**src/hdl/lli_fifo.sv**
```systemverilog
module lli_fifo #(
  parameter int WIDTH = 8,
  parameter int DEPTH = 4
) (
  input  logic             clk,
  input  logic             rst,
  input  logic             push,
  input  logic [WIDTH-1:0] wdata,
  input  logic             pop,
  output logic [WIDTH-1:0] rdata,
  output logic             full,
  output logic             empty
);

  localparam int AW = (DEPTH > 1) ? $clog2(DEPTH) : 1;

  logic [WIDTH-1:0] mem [DEPTH];
  logic [AW-1:0] wptr;
  logic [AW-1:0] rptr;
  logic [AW:0] count;
  logic do_push;
  logic do_pop;

  assign full = (count == (AW+1)'(DEPTH));
  assign empty = (count == '0);
  assign do_push = push && !full;
  assign do_pop = pop && !empty;
  assign rdata = mem[rptr];

  always_ff @(posedge clk) begin
    if (rst) begin
      wptr <= '0;
      rptr <= '0;
      count <= '0;
    end else begin
      if (do_push) begin
        wptr <= (wptr == AW'(DEPTH-1)) ? '0 : wptr + 1'b1;
      end
      if (do_pop) begin
        rptr <= (rptr == AW'(DEPTH-1)) ? '0 : rptr + 1'b1;
      end
      case ({do_push, do_pop})
        2'b10: count <= count + 1'b1;
        2'b01: count <= count - 1'b1;
        default: count <= count;
      endcase
    end
  end

  always_ff @(posedge clk) begin
    if (do_push) begin
      mem[wptr] <= wdata;
    end
  end

endmodule

```
**config.mk**
```make
export PLATFORM = sky130hd
export DESIGN_NAME = lli_fifo
export DESIGN_NICKNAME = d
export VERILOG_FILES = /design/src/hdl/lli_fifo.sv
export SDC_FILE = /design/constraint.sdc
export NUM_CORES = 1
export LEC_CHECK = 0
export BUFFER_PORTS_ARGS = -buffer_cell sky130_fd_sc_hd__clkbuf_2
export CAP_MARGIN = 5
export CORE_ASPECT_RATIO = 1.5
export CORE_MARGIN = 10
export CORE_UTILIZATION = 33
export CTS_CLUSTER_DIAMETER = 60
export DETAILED_ROUTE_END_ITERATION = 6
export RECOVER_POWER = 100
export SLEW_MARGIN = 20
export SYNTH_ARGS = -nofsm -noshare
export SYNTH_HDL_FRONTEND = slang
export SYNTH_SLANG_ARGS = --single-unit
```
**constraint.sdc**
```tcl
create_clock -name clk -period 3.11 [get_ports clk]
set_input_delay 0.4665 -clock clk [delete_from_list [all_inputs] [get_ports clk]]
set_output_delay 0.4665 -clock clk [all_outputs]
set_load 0.005 [all_outputs]
```
==> impl_metrics.ini, run 1 <==
[outcome]
status = finished clean

[die]
die-area_um2 = 8280
die_h_um = 107
rows = 31
start_util_pct = 34.0
io_pins = 22
die_w_um = 77.7
core_area_um2 = 4850

[timing]
clock.fmax_ghz = 0.381
drv_slew = 0
rsz0062_at_grt = no
worst_pin_slew_ns = 0.553
period_share_pct = 84.5
clock_skew_ns = 0.00444
setup_tns_ns = 0
setup_viol = 0
hold_violations = 0
layout_min_cycle_time_ns = 2.63
slew_headroom_pct = 62.8

[yosys]
yosys.area.top_type = edfxtp_1
synth_top_area_share_pct = 58.3
synth_cells = 96
syn_area_per_cell_um2 = 17.2
ys_seq_area_share_pct = 69.2
synthesis.nets = 115
synth_fa_ha_area_share_pct = 5.77
synth_simple_gate_area_share_pct = 5.92
synth_area_leaders = edfxtp_1, dfxtp_1, mux4_2, ha_1, inv_1
synth_top_family_by_area = multiplexers
syn_area_um2 = 1650
synth-seq-cells = 41
synth_cell_types = 27
synth_compound_area_share_pct = 3.19
synthXorXnorAreaFrac_pct = 1.06
synthMuxAreaShare_pct = 11.5
yosysWarnings = 0

[worst_setup_path]
crit_family = simple AND/OR/NAND/NOR gates
crit_fanout = 9
slowest_stage = or3b_1
slowest_delay_ns = 0.50
crit_buf_inv = 2
crit_required_ns = 3.33
cp.arrival_ns = 2.85
critPathLaunchType = flop
worst_path_most_repeated_cell = inv_1
cp_cell_sequence = or3b_1, and2_0, inv_1, ha_1, inv_1, fa_1, xor2_1, or3_2, a21oi_1
criticalPathCategory = reg -> reg
end_kind = flop

[global_route]
grt_usage_pct = 7.15
antenna_found_initial = 0
grt_max_degree = 14
grt.overflow.total = 0
grt_pass1_wl_um = 4640
grt_pass1_vias = 965

[cts]
cts_inserted_buffers = 5
cts_tree = built
worst_skew_pair.late_latency_ns = 0.29
clk_pin_slew_ns = 0.08
clock_path_buffers = 2
cts_setup_buffers = 0
cts.repair.resized = 0
htree_levels = 2
cts_sinks = 41
hold_buffers = 0
cts_root_buffer = clkbuf_8

[layout]
multi_input_area_um2 = 448
drive_gt1_share_pct = 18.2
area_growth_pct = 13.6
final_common_cell = edfxtp_1
nFillCells = 472
post-route-cell-area_um2 = 1870
n_antenna_cell = 0
register_area_um2 = 1140
mostFrequentLayoutCells = edfxtp_1, clkbuf_1, dfxtp_1, inv_1, mux4_2
fin_nets = 139

[power]
p_per_area_nw_per_um2 = 738
p_leak_nw = 0.652
ir_drop_v = 0.000491

[run]
cap_viol_max_count = 0

[routing]
vias = 852
ant_nets = 0
first_pass_iters = 2
vias_per_cell = 4.56
route.detailed.drc = 0
drt-total-wl_um = 2770
drt_iter0_drc = 70
post_drt_wl_per_cell_um = 14.8

[worst_hold_path]
holdCritPathClass = in -> reg

[placed_design]
portBuffers = 21
gp_congestion = 0.652
dp_hpwl_um = 2090
placed_cell_area_um2 = 1810
metal layers:
layer	track usage, %	part of all wire, %
met4	3.53	1.7
met2	11.5	51
met3	2.95	5.4
met1	7.98	42
met5	0	0
cell usage after synthesis, drive strengths merged:
| cell type | number |
|---|---|
| a21o | 1 |
| a21oi | 4 |
| and2 | 1 |
| and3 | 4 |
| buf | 3 |
| clkbuf | 1 |
| dfxtp | 9 |
| edfxtp | 32 |
| fa | 1 |
| ha | 6 |
| inv | 8 |
| mux2i | 1 |
| mux4 | 8 |
| nand2 | 1 |
| nand3 | 2 |
| nor2 | 4 |
| nor3 | 2 |
| o21ai | 1 |
| o31ai | 2 |
| or3 | 2 |
| or3b | 1 |
| xor2 | 2 |
final cells by class:
| type | instances | share of cell area [%] |
|---|---|---|
| multi-input combinational | 43 | 23.9 |
| inverter | 8 | 1.60 |
| clock buffer | 5 | 3.68 |
| tap | 66 | 4.41 |
| timing repair buffer | 21 | 4.48 |
| clock inverter | 3 | 0.936 |
| sequential | 41 | 61.0 |
flip-flops by register name, indices dropped and copies added, names as in the netlist, named ones only:
name and cells:
count 3, mem 32, rptr 2, wptr 2
cells by family after synthesis:
group	count (synthesis)
mux	9
xor+xnor	2
fa+ha+maj	7
flops	41
buf+inv	12
compound gates	8
simple gates	17
path summary, 6_finish.rpt:
kind	to	slack [ns]	depth (start not counted)	start
worst max-delay path	count[2]$_SDFFE_PP0P_	0.48	9	count[2]$_SDFFE_PP0P_
worst min-delay path	mem[2][5]$_DFFE_PP_	0.43	1	wdata[5]
worst max register to register	count[2]$_SDFFE_PP0P_	0.48	9	count[2]$_SDFFE_PP0P_
worst min register to register	flop	0.51	2	rptr[0]$_SDFFE_PP0P_
metrics by stage:
stage               util [%]  std cells  setup slack [ns]  hold slack, ns  total power [mW]
floorplan                  -         96             0.760           0.463             0.964
global placement        37.4        179             0.703           0.476              1.06
detailed placement      37.4        179             0.568           0.502              1.09
CTS                     39.1        187             0.543           0.383              1.42
global route            38.6        187             0.341           0.430              1.48
finish                  38.6        187             0.483           0.429              1.38
report_power, final:
group	switching (mW)	total [mW]	internal [mW]
clock	0.176	0.330	0.155
combinational	0.161	0.321	0.160
sequential	0.0637	0.730	0.666
total	0.400	1.38	0.980
Power figures use the tool's default switching activity.
==> inputs of run 2 (changes only) <==
Clock period 3.11 ns to 2.45 ns, I/O delays scaled along.
==> run 2 against run 1 <==
Sequential cell count unchanged. Clock skew increased by 0.0023 ns. Worst hold slack got worse by 0.095 ns. Critical path type unchanged. Non-clock buffer count increased by 3. Highest routed layer unchanged. First-iteration DRC count decreased by 47%. Critical endpoint unchanged. Worst setup slack got worse by 0.41 ns.
==> impl_metrics.ini, run 2 (synthesized netlist as in run 1, its figures left out) <==
[outcome]
status = finished clean

[worst_setup_path]
startpoint = count[1]$_SDFFE_PP0P_
crit_fanout = 5
cp.arrival_ns = 2.60
criticalPathCategory = reg -> reg
critPathLaunchType = flop
reg2reg_from = count[1]$_SDFFE_PP0P_
crit_required_ns = 2.68
end_kind = flop

[timing]
period_share_pct = 97.0
clock_skew_ns = 0.00669
holdWs_ns = 0.334
hold_violations = 0
slew_headroom_pct = 64.0
clock.fmax_ghz = 0.421
layout_min_cycle_time_ns = 2.38
setup_viol = 0
drv_slew = 0
worst_pin_slew_ns = 0.540

[routing]
drt-total-wl_um = 2830
drt_iter0_drc = 37
vias_per_cell = 4.51
vias = 856
route.detailed.drc = 0
first_pass_iters = 4
post_drt_wl_per_cell_um = 14.9
ant_nets = 0

[layout]
area_growth_pct = 18.9
drive_gt1_share_pct = 29.8
reg.largest.list = mem x32, count x3
final_common_cell = edfxtp_1
fin_cells = 190
fin_nets = 142
regMostFlops = mem
n_antenna_cell = 0
nFillCells = 476
mostFrequentLayoutCells = edfxtp_1, clkbuf_2, clkbuf_1, inv_1, mux4_2
largest_register_ffs = 32

[cts]
cts_root_buffer = clkbuf_8
clock_path_buffers = 2
cts_inserted_buffers = 5
cts_sinks = 41
worst_skew_pair.late_latency_ns = 0.29
htree_levels = 2
hold_buffers = 0
clk_pin_slew_ns = 0.08
cts_tree = built

[placed_design]
dp_cells = 181
portBuffers = 21
dp_hpwl_um = 2050
gp_congestion = 0.714

[die]
io_pins = 22
die_h_um = 107
die_w_um = 77.7
rows = 31
start_util_pct = 34.0
die-area_um2 = 8280
core_area_um2 = 4850

[power]
seq_power_share_pct = 45.9
p_sw_mw = 0.526
clkPwrFrac_pct = 32.1
comb_power_share_pct = 22.0
swShare_pct = 26.1
p_leak_nw = 0.707
p_per_area_nw_per_um2 = 1030
ir_drop_v = 0.000557
internal_power_mw = 1.49

[global_route]
grt_pass1_wl_um = 4640
grt_usage_pct = 7.17
grt.overflow.total = 0
grt_max_degree = 15
antenna_found_initial = 0
grt_pass1_vias = 1009

[run]
cap_viol_max_count = 0

[worst_hold_path]
holdCritPathClass = in -> reg
holdCritStartpoint = wdata[5]
-- run 2: routing by layer --
metal	part of all wire, %	track usage, %	vias to the layer above
li1	-	-	411
met1	35	6.29	413
met2	55	13.0	26
met3	8.1	3.63	6
met4	1.9	3.53	0
met5	0	0	-
-- run 2: path summary, 6_finish.rpt --
| kind | endpoint | slack, ns | cells after the start |
|---|---|---|---|
| hold reg to reg | flop | 0.50 | 2 |
| setup reg to reg | count[2]$_SDFFE_PP0P_ | 0.07 | 9 |
| hold / removal | mem[2][5]$_DFFE_PP_ | 0.33 | 1 |
| setup / recovery | count[2]$_SDFFE_PP0P_ | 0.07 | 9 |
-- run 2: power by group through the flow --
stage	combinational, mW	clock [mW]	sequential [mW]
floorplan	0.330	0	0.893
global placement	0.426	0	0.934
detailed placement	0.449	0	0.943
CTS	0.451	0.656	0.928
global route	0.512	0.683	0.940
finish	0.444	0.647	0.925
-- run 2: critical path: stages (launching register included) --
cell and delay (ns):
dfxtp_2 0.34, or3b_1 0.39, and2_4 0.18, inv_1 0.06, ha_2 0.20, inv_1 0.06, fa_2 0.33, xor2_1 0.17
or3_2 0.43, a21oi_2 0.16
-- run 2: layout make-up --
| type | count | area (µm²) | share of cell area [%] |
|---|---|---|---|
| inverter | 8 | 30.0 | 1.53 |
| timing repair buffer | 24 | 105 | 5.36 |
| tap | 66 | 82.6 | 4.21 |
| sequential | 41 | 1140 | 58.4 |
| clock buffer | 5 | 68.8 | 3.51 |
| multi-input combinational | 43 | 459 | 23.4 |
| clock inverter | 3 | 68.8 | 3.51 |
-- run 2: repair_timing --
item	4_1_cts	5_1_grt
endpoints found under the hold margin	0	0
gates resized for setup	1	5
pin swaps	0	0
buffers inserted	0	1
setup endpoints to repair	1	1
-- run 2: stage by stage --
step | setup slack, ns | instance area, µm² | TNS (ns) | power (mW) | util [%]
finish | 0.0732 | 1960 | 0 | 2.02 | 40.4
global route | -0.0119 | 1960 | -0.0119 | 2.14 | 40.4
CTS | 0.0246 | 1970 | 0 | 2.03 | 40.5
detailed placement | 0.0279 | 1830 | 0 | 1.39 | 37.7
global placement | 0.170 | 1830 | 0 | 1.36 | 37.7
floorplan | 0.100 | 1650 | 0 | 1.22 | -
==> inputs of run 3 (changes only) <==
Settings changed: CELL_PAD_IN_SITES_DETAIL_PLACEMENT set to 1, CELL_PAD_IN_SITES_GLOBAL_PLACEMENT set to 1, PLACE_DENSITY_LB_ADDON set to 0.1.
==> run 3 against run 2 <==
Register-to-register slack improved by 0.07 ns. Combinational power decreased by 3%. Cell count unchanged. Worst setup slack improved by 0.069 ns. Critical path type unchanged. Sequential share of layout area increased by 2.0 points. Total power decreased by 12%. Sequential cell count unchanged. Die area unchanged. Global-route usage increased by 0.62 points. Clock-buffer cell count increased by 1. Clock power decreased by 36%. Sequential power about the same.
==> impl_metrics.ini, run 3 (synthesized netlist as in run 1, its figures left out) <==
[outcome]
status = finished clean

[power]
clkPwrFrac_pct = 23.4
ir_drop_v = 0.000458
internal_power_mw = 1.26
comb_power_share_pct = 24.2
p_per_area_nw_per_um2 = 934
seq_power_share_pct = 52.4
p_leak_nw = 0.660
p_sw_mw = 0.504
power.total_mw = 1.77
swShare_pct = 28.5

[timing]
setup_tns_ns = 0
clock_skew_ns = 0.00760
layout_min_cycle_time_ns = 2.31
setup_viol = 0
worst_pin_slew_ns = 0.535
rsz0062_at_grt = no
drv_slew = 0
hold_violations = 0
clock.fmax_ghz = 0.433
slew_headroom_pct = 64.3
period_share_pct = 94.2

[cts]
hold_buffers = 0
cts_tree = built
cts_inserted_buffers = 5
htree_levels = 2
clk_pin_slew_ns = 0.08
cts_root_buffer = clkbuf_8
clock_path_buffers = 2
worst_skew_pair.late_latency_ns = 0.29
cts_sinks = 41

[placed_design]
dp_cells = 181
placed_cell_area_um2 = 1830
portBuffers = 21
dp_hpwl_um = 2190
gp_congestion = 0.657

[worst_setup_path]
slowest_delay_ns = 0.41
criticalPathCategory = reg -> reg
crit_required_ns = 2.67
slowest_stage = or3_2
worst_path_most_repeated_cell = inv_1
crit_fanout = 5
end_kind = flop
cp_cell_sequence = or3b_1, and2_4, inv_1, ha_2, inv_1, fa_2, xor2_1, or3_2, a21oi_1
critPathLaunchType = flop
cp.arrival_ns = 2.53

[layout]
fin_cells = 190
reg.largest.list = mem x32, count x3
regMostFlops = mem
fin_nets = 142
drive_gt1_share_pct = 21.8
mostFrequentLayoutCells = edfxtp_1, clkbuf_1, inv_1, mux4_2, dfxtp_1
area_growth_pct = 14.9
final_common_cell = edfxtp_1
largest_register_ffs = 32
post-route-cell-area_um2 = 1890
n_antenna_cell = 0
final_util_pct = 39.0

[global_route]
grt_usage_pct = 7.78
grt.overflow.total = 0
grt_pass1_vias = 1032
antenna_found_initial = 0
grt_pass1_wl_um = 4960
grt_max_degree = 13

[routing]
drt-total-wl_um = 2950
drt_iter0_drc = 17
post_drt_wl_per_cell_um = 15.5
vias = 875
vias_per_cell = 4.61
ant_nets = 0
route.detailed.drc = 0
first_pass_iters = 4

[die]
start_util_pct = 34.0
core_area_um2 = 4850
io_pins = 22
die_h_um = 107
die_w_um = 77.7
rows = 31
die-area_um2 = 8280

[worst_hold_path]
holdCritPathClass = in -> reg

[run]
cap_viol_max_count = 0
run 3: cell types whose count changed in the layout (fill, tap and decap cells not counted), moves of 2 or more:
cell / change
clkbuf_2: -9
clkbuf_1: +9
bufinv_16: -2
clkinv_2: +2
run 3: final timing paths:
check                                           start                     to  slack, ns  cells after the start
worst max-delay path            count[1]$_SDFFE_PP0P_  count[2]$_SDFFE_PP0P_       0.14                      9
worst min-delay path                         wdata[0]    mem[1][0]$_DFFE_PP_       0.34                      1
worst max register to register  count[1]$_SDFFE_PP0P_  count[2]$_SDFFE_PP0P_       0.14                      9
worst min register to register  count[2]$_SDFFE_PP0P_  count[2]$_SDFFE_PP0P_       0.49                      2
run 3: layout make-up:
type | instances | area (µm²)
Timing Repair Buffer | 24 | 97.6
Multi-Input combinational cell | 43 | 455
Clock buffer | 6 | 72.6
Clock inverter | 2 | 10.0
Fill cell | 515 | 2960
Sequential cell | 41 | 1140
Inverter | 8 | 30.0
Tap cell | 66 | 82.6
run 3: worst max-delay path, delay by kind of cell, from the launching register on:
family	cells	cell delay [ns]
compound gates	1	0.14
xor+xnor	1	0.16
fa+ha+maj	2	0.50
buf+inv	2	0.10
flops	1	0.34
simple gates	3	0.99
run 3: power groups by stage:
stage	logic [mW]	registers, mW	clock network [mW]
after floorplan	0.330	0.893	0
after global placement	0.443	0.939	0
after detailed placement	0.456	0.946	0
after CTS	0.458	0.930	0.436
after global routing	0.495	0.945	0.466
final	0.429	0.926	0.413
run 3: metal layers:
layer  vias to the layer above  share of wire [%]  track usage [%]
li1                        410                  -                -
met1                       438                 39             7.43
met2                        21                 54             14.0
met3                         6                5.4             2.78
met4                         0                2.3             4.32
met5                         -                  0                0
run 3: stage by stage:
step	setup slack [ns]	hold slack (ns)
floorplan	0.100	0.463
global placement	0.148	0.482
detailed placement	0.0784	0.491
CTS	0.0515	0.291
global route	0.0271	0.347
finish	0.142	0.344
run 3: repair_timing:
item                                    CTS  global route
resized for setup                         0             6
setup buffers                             0             1
endpoints found under the setup margin    0             1
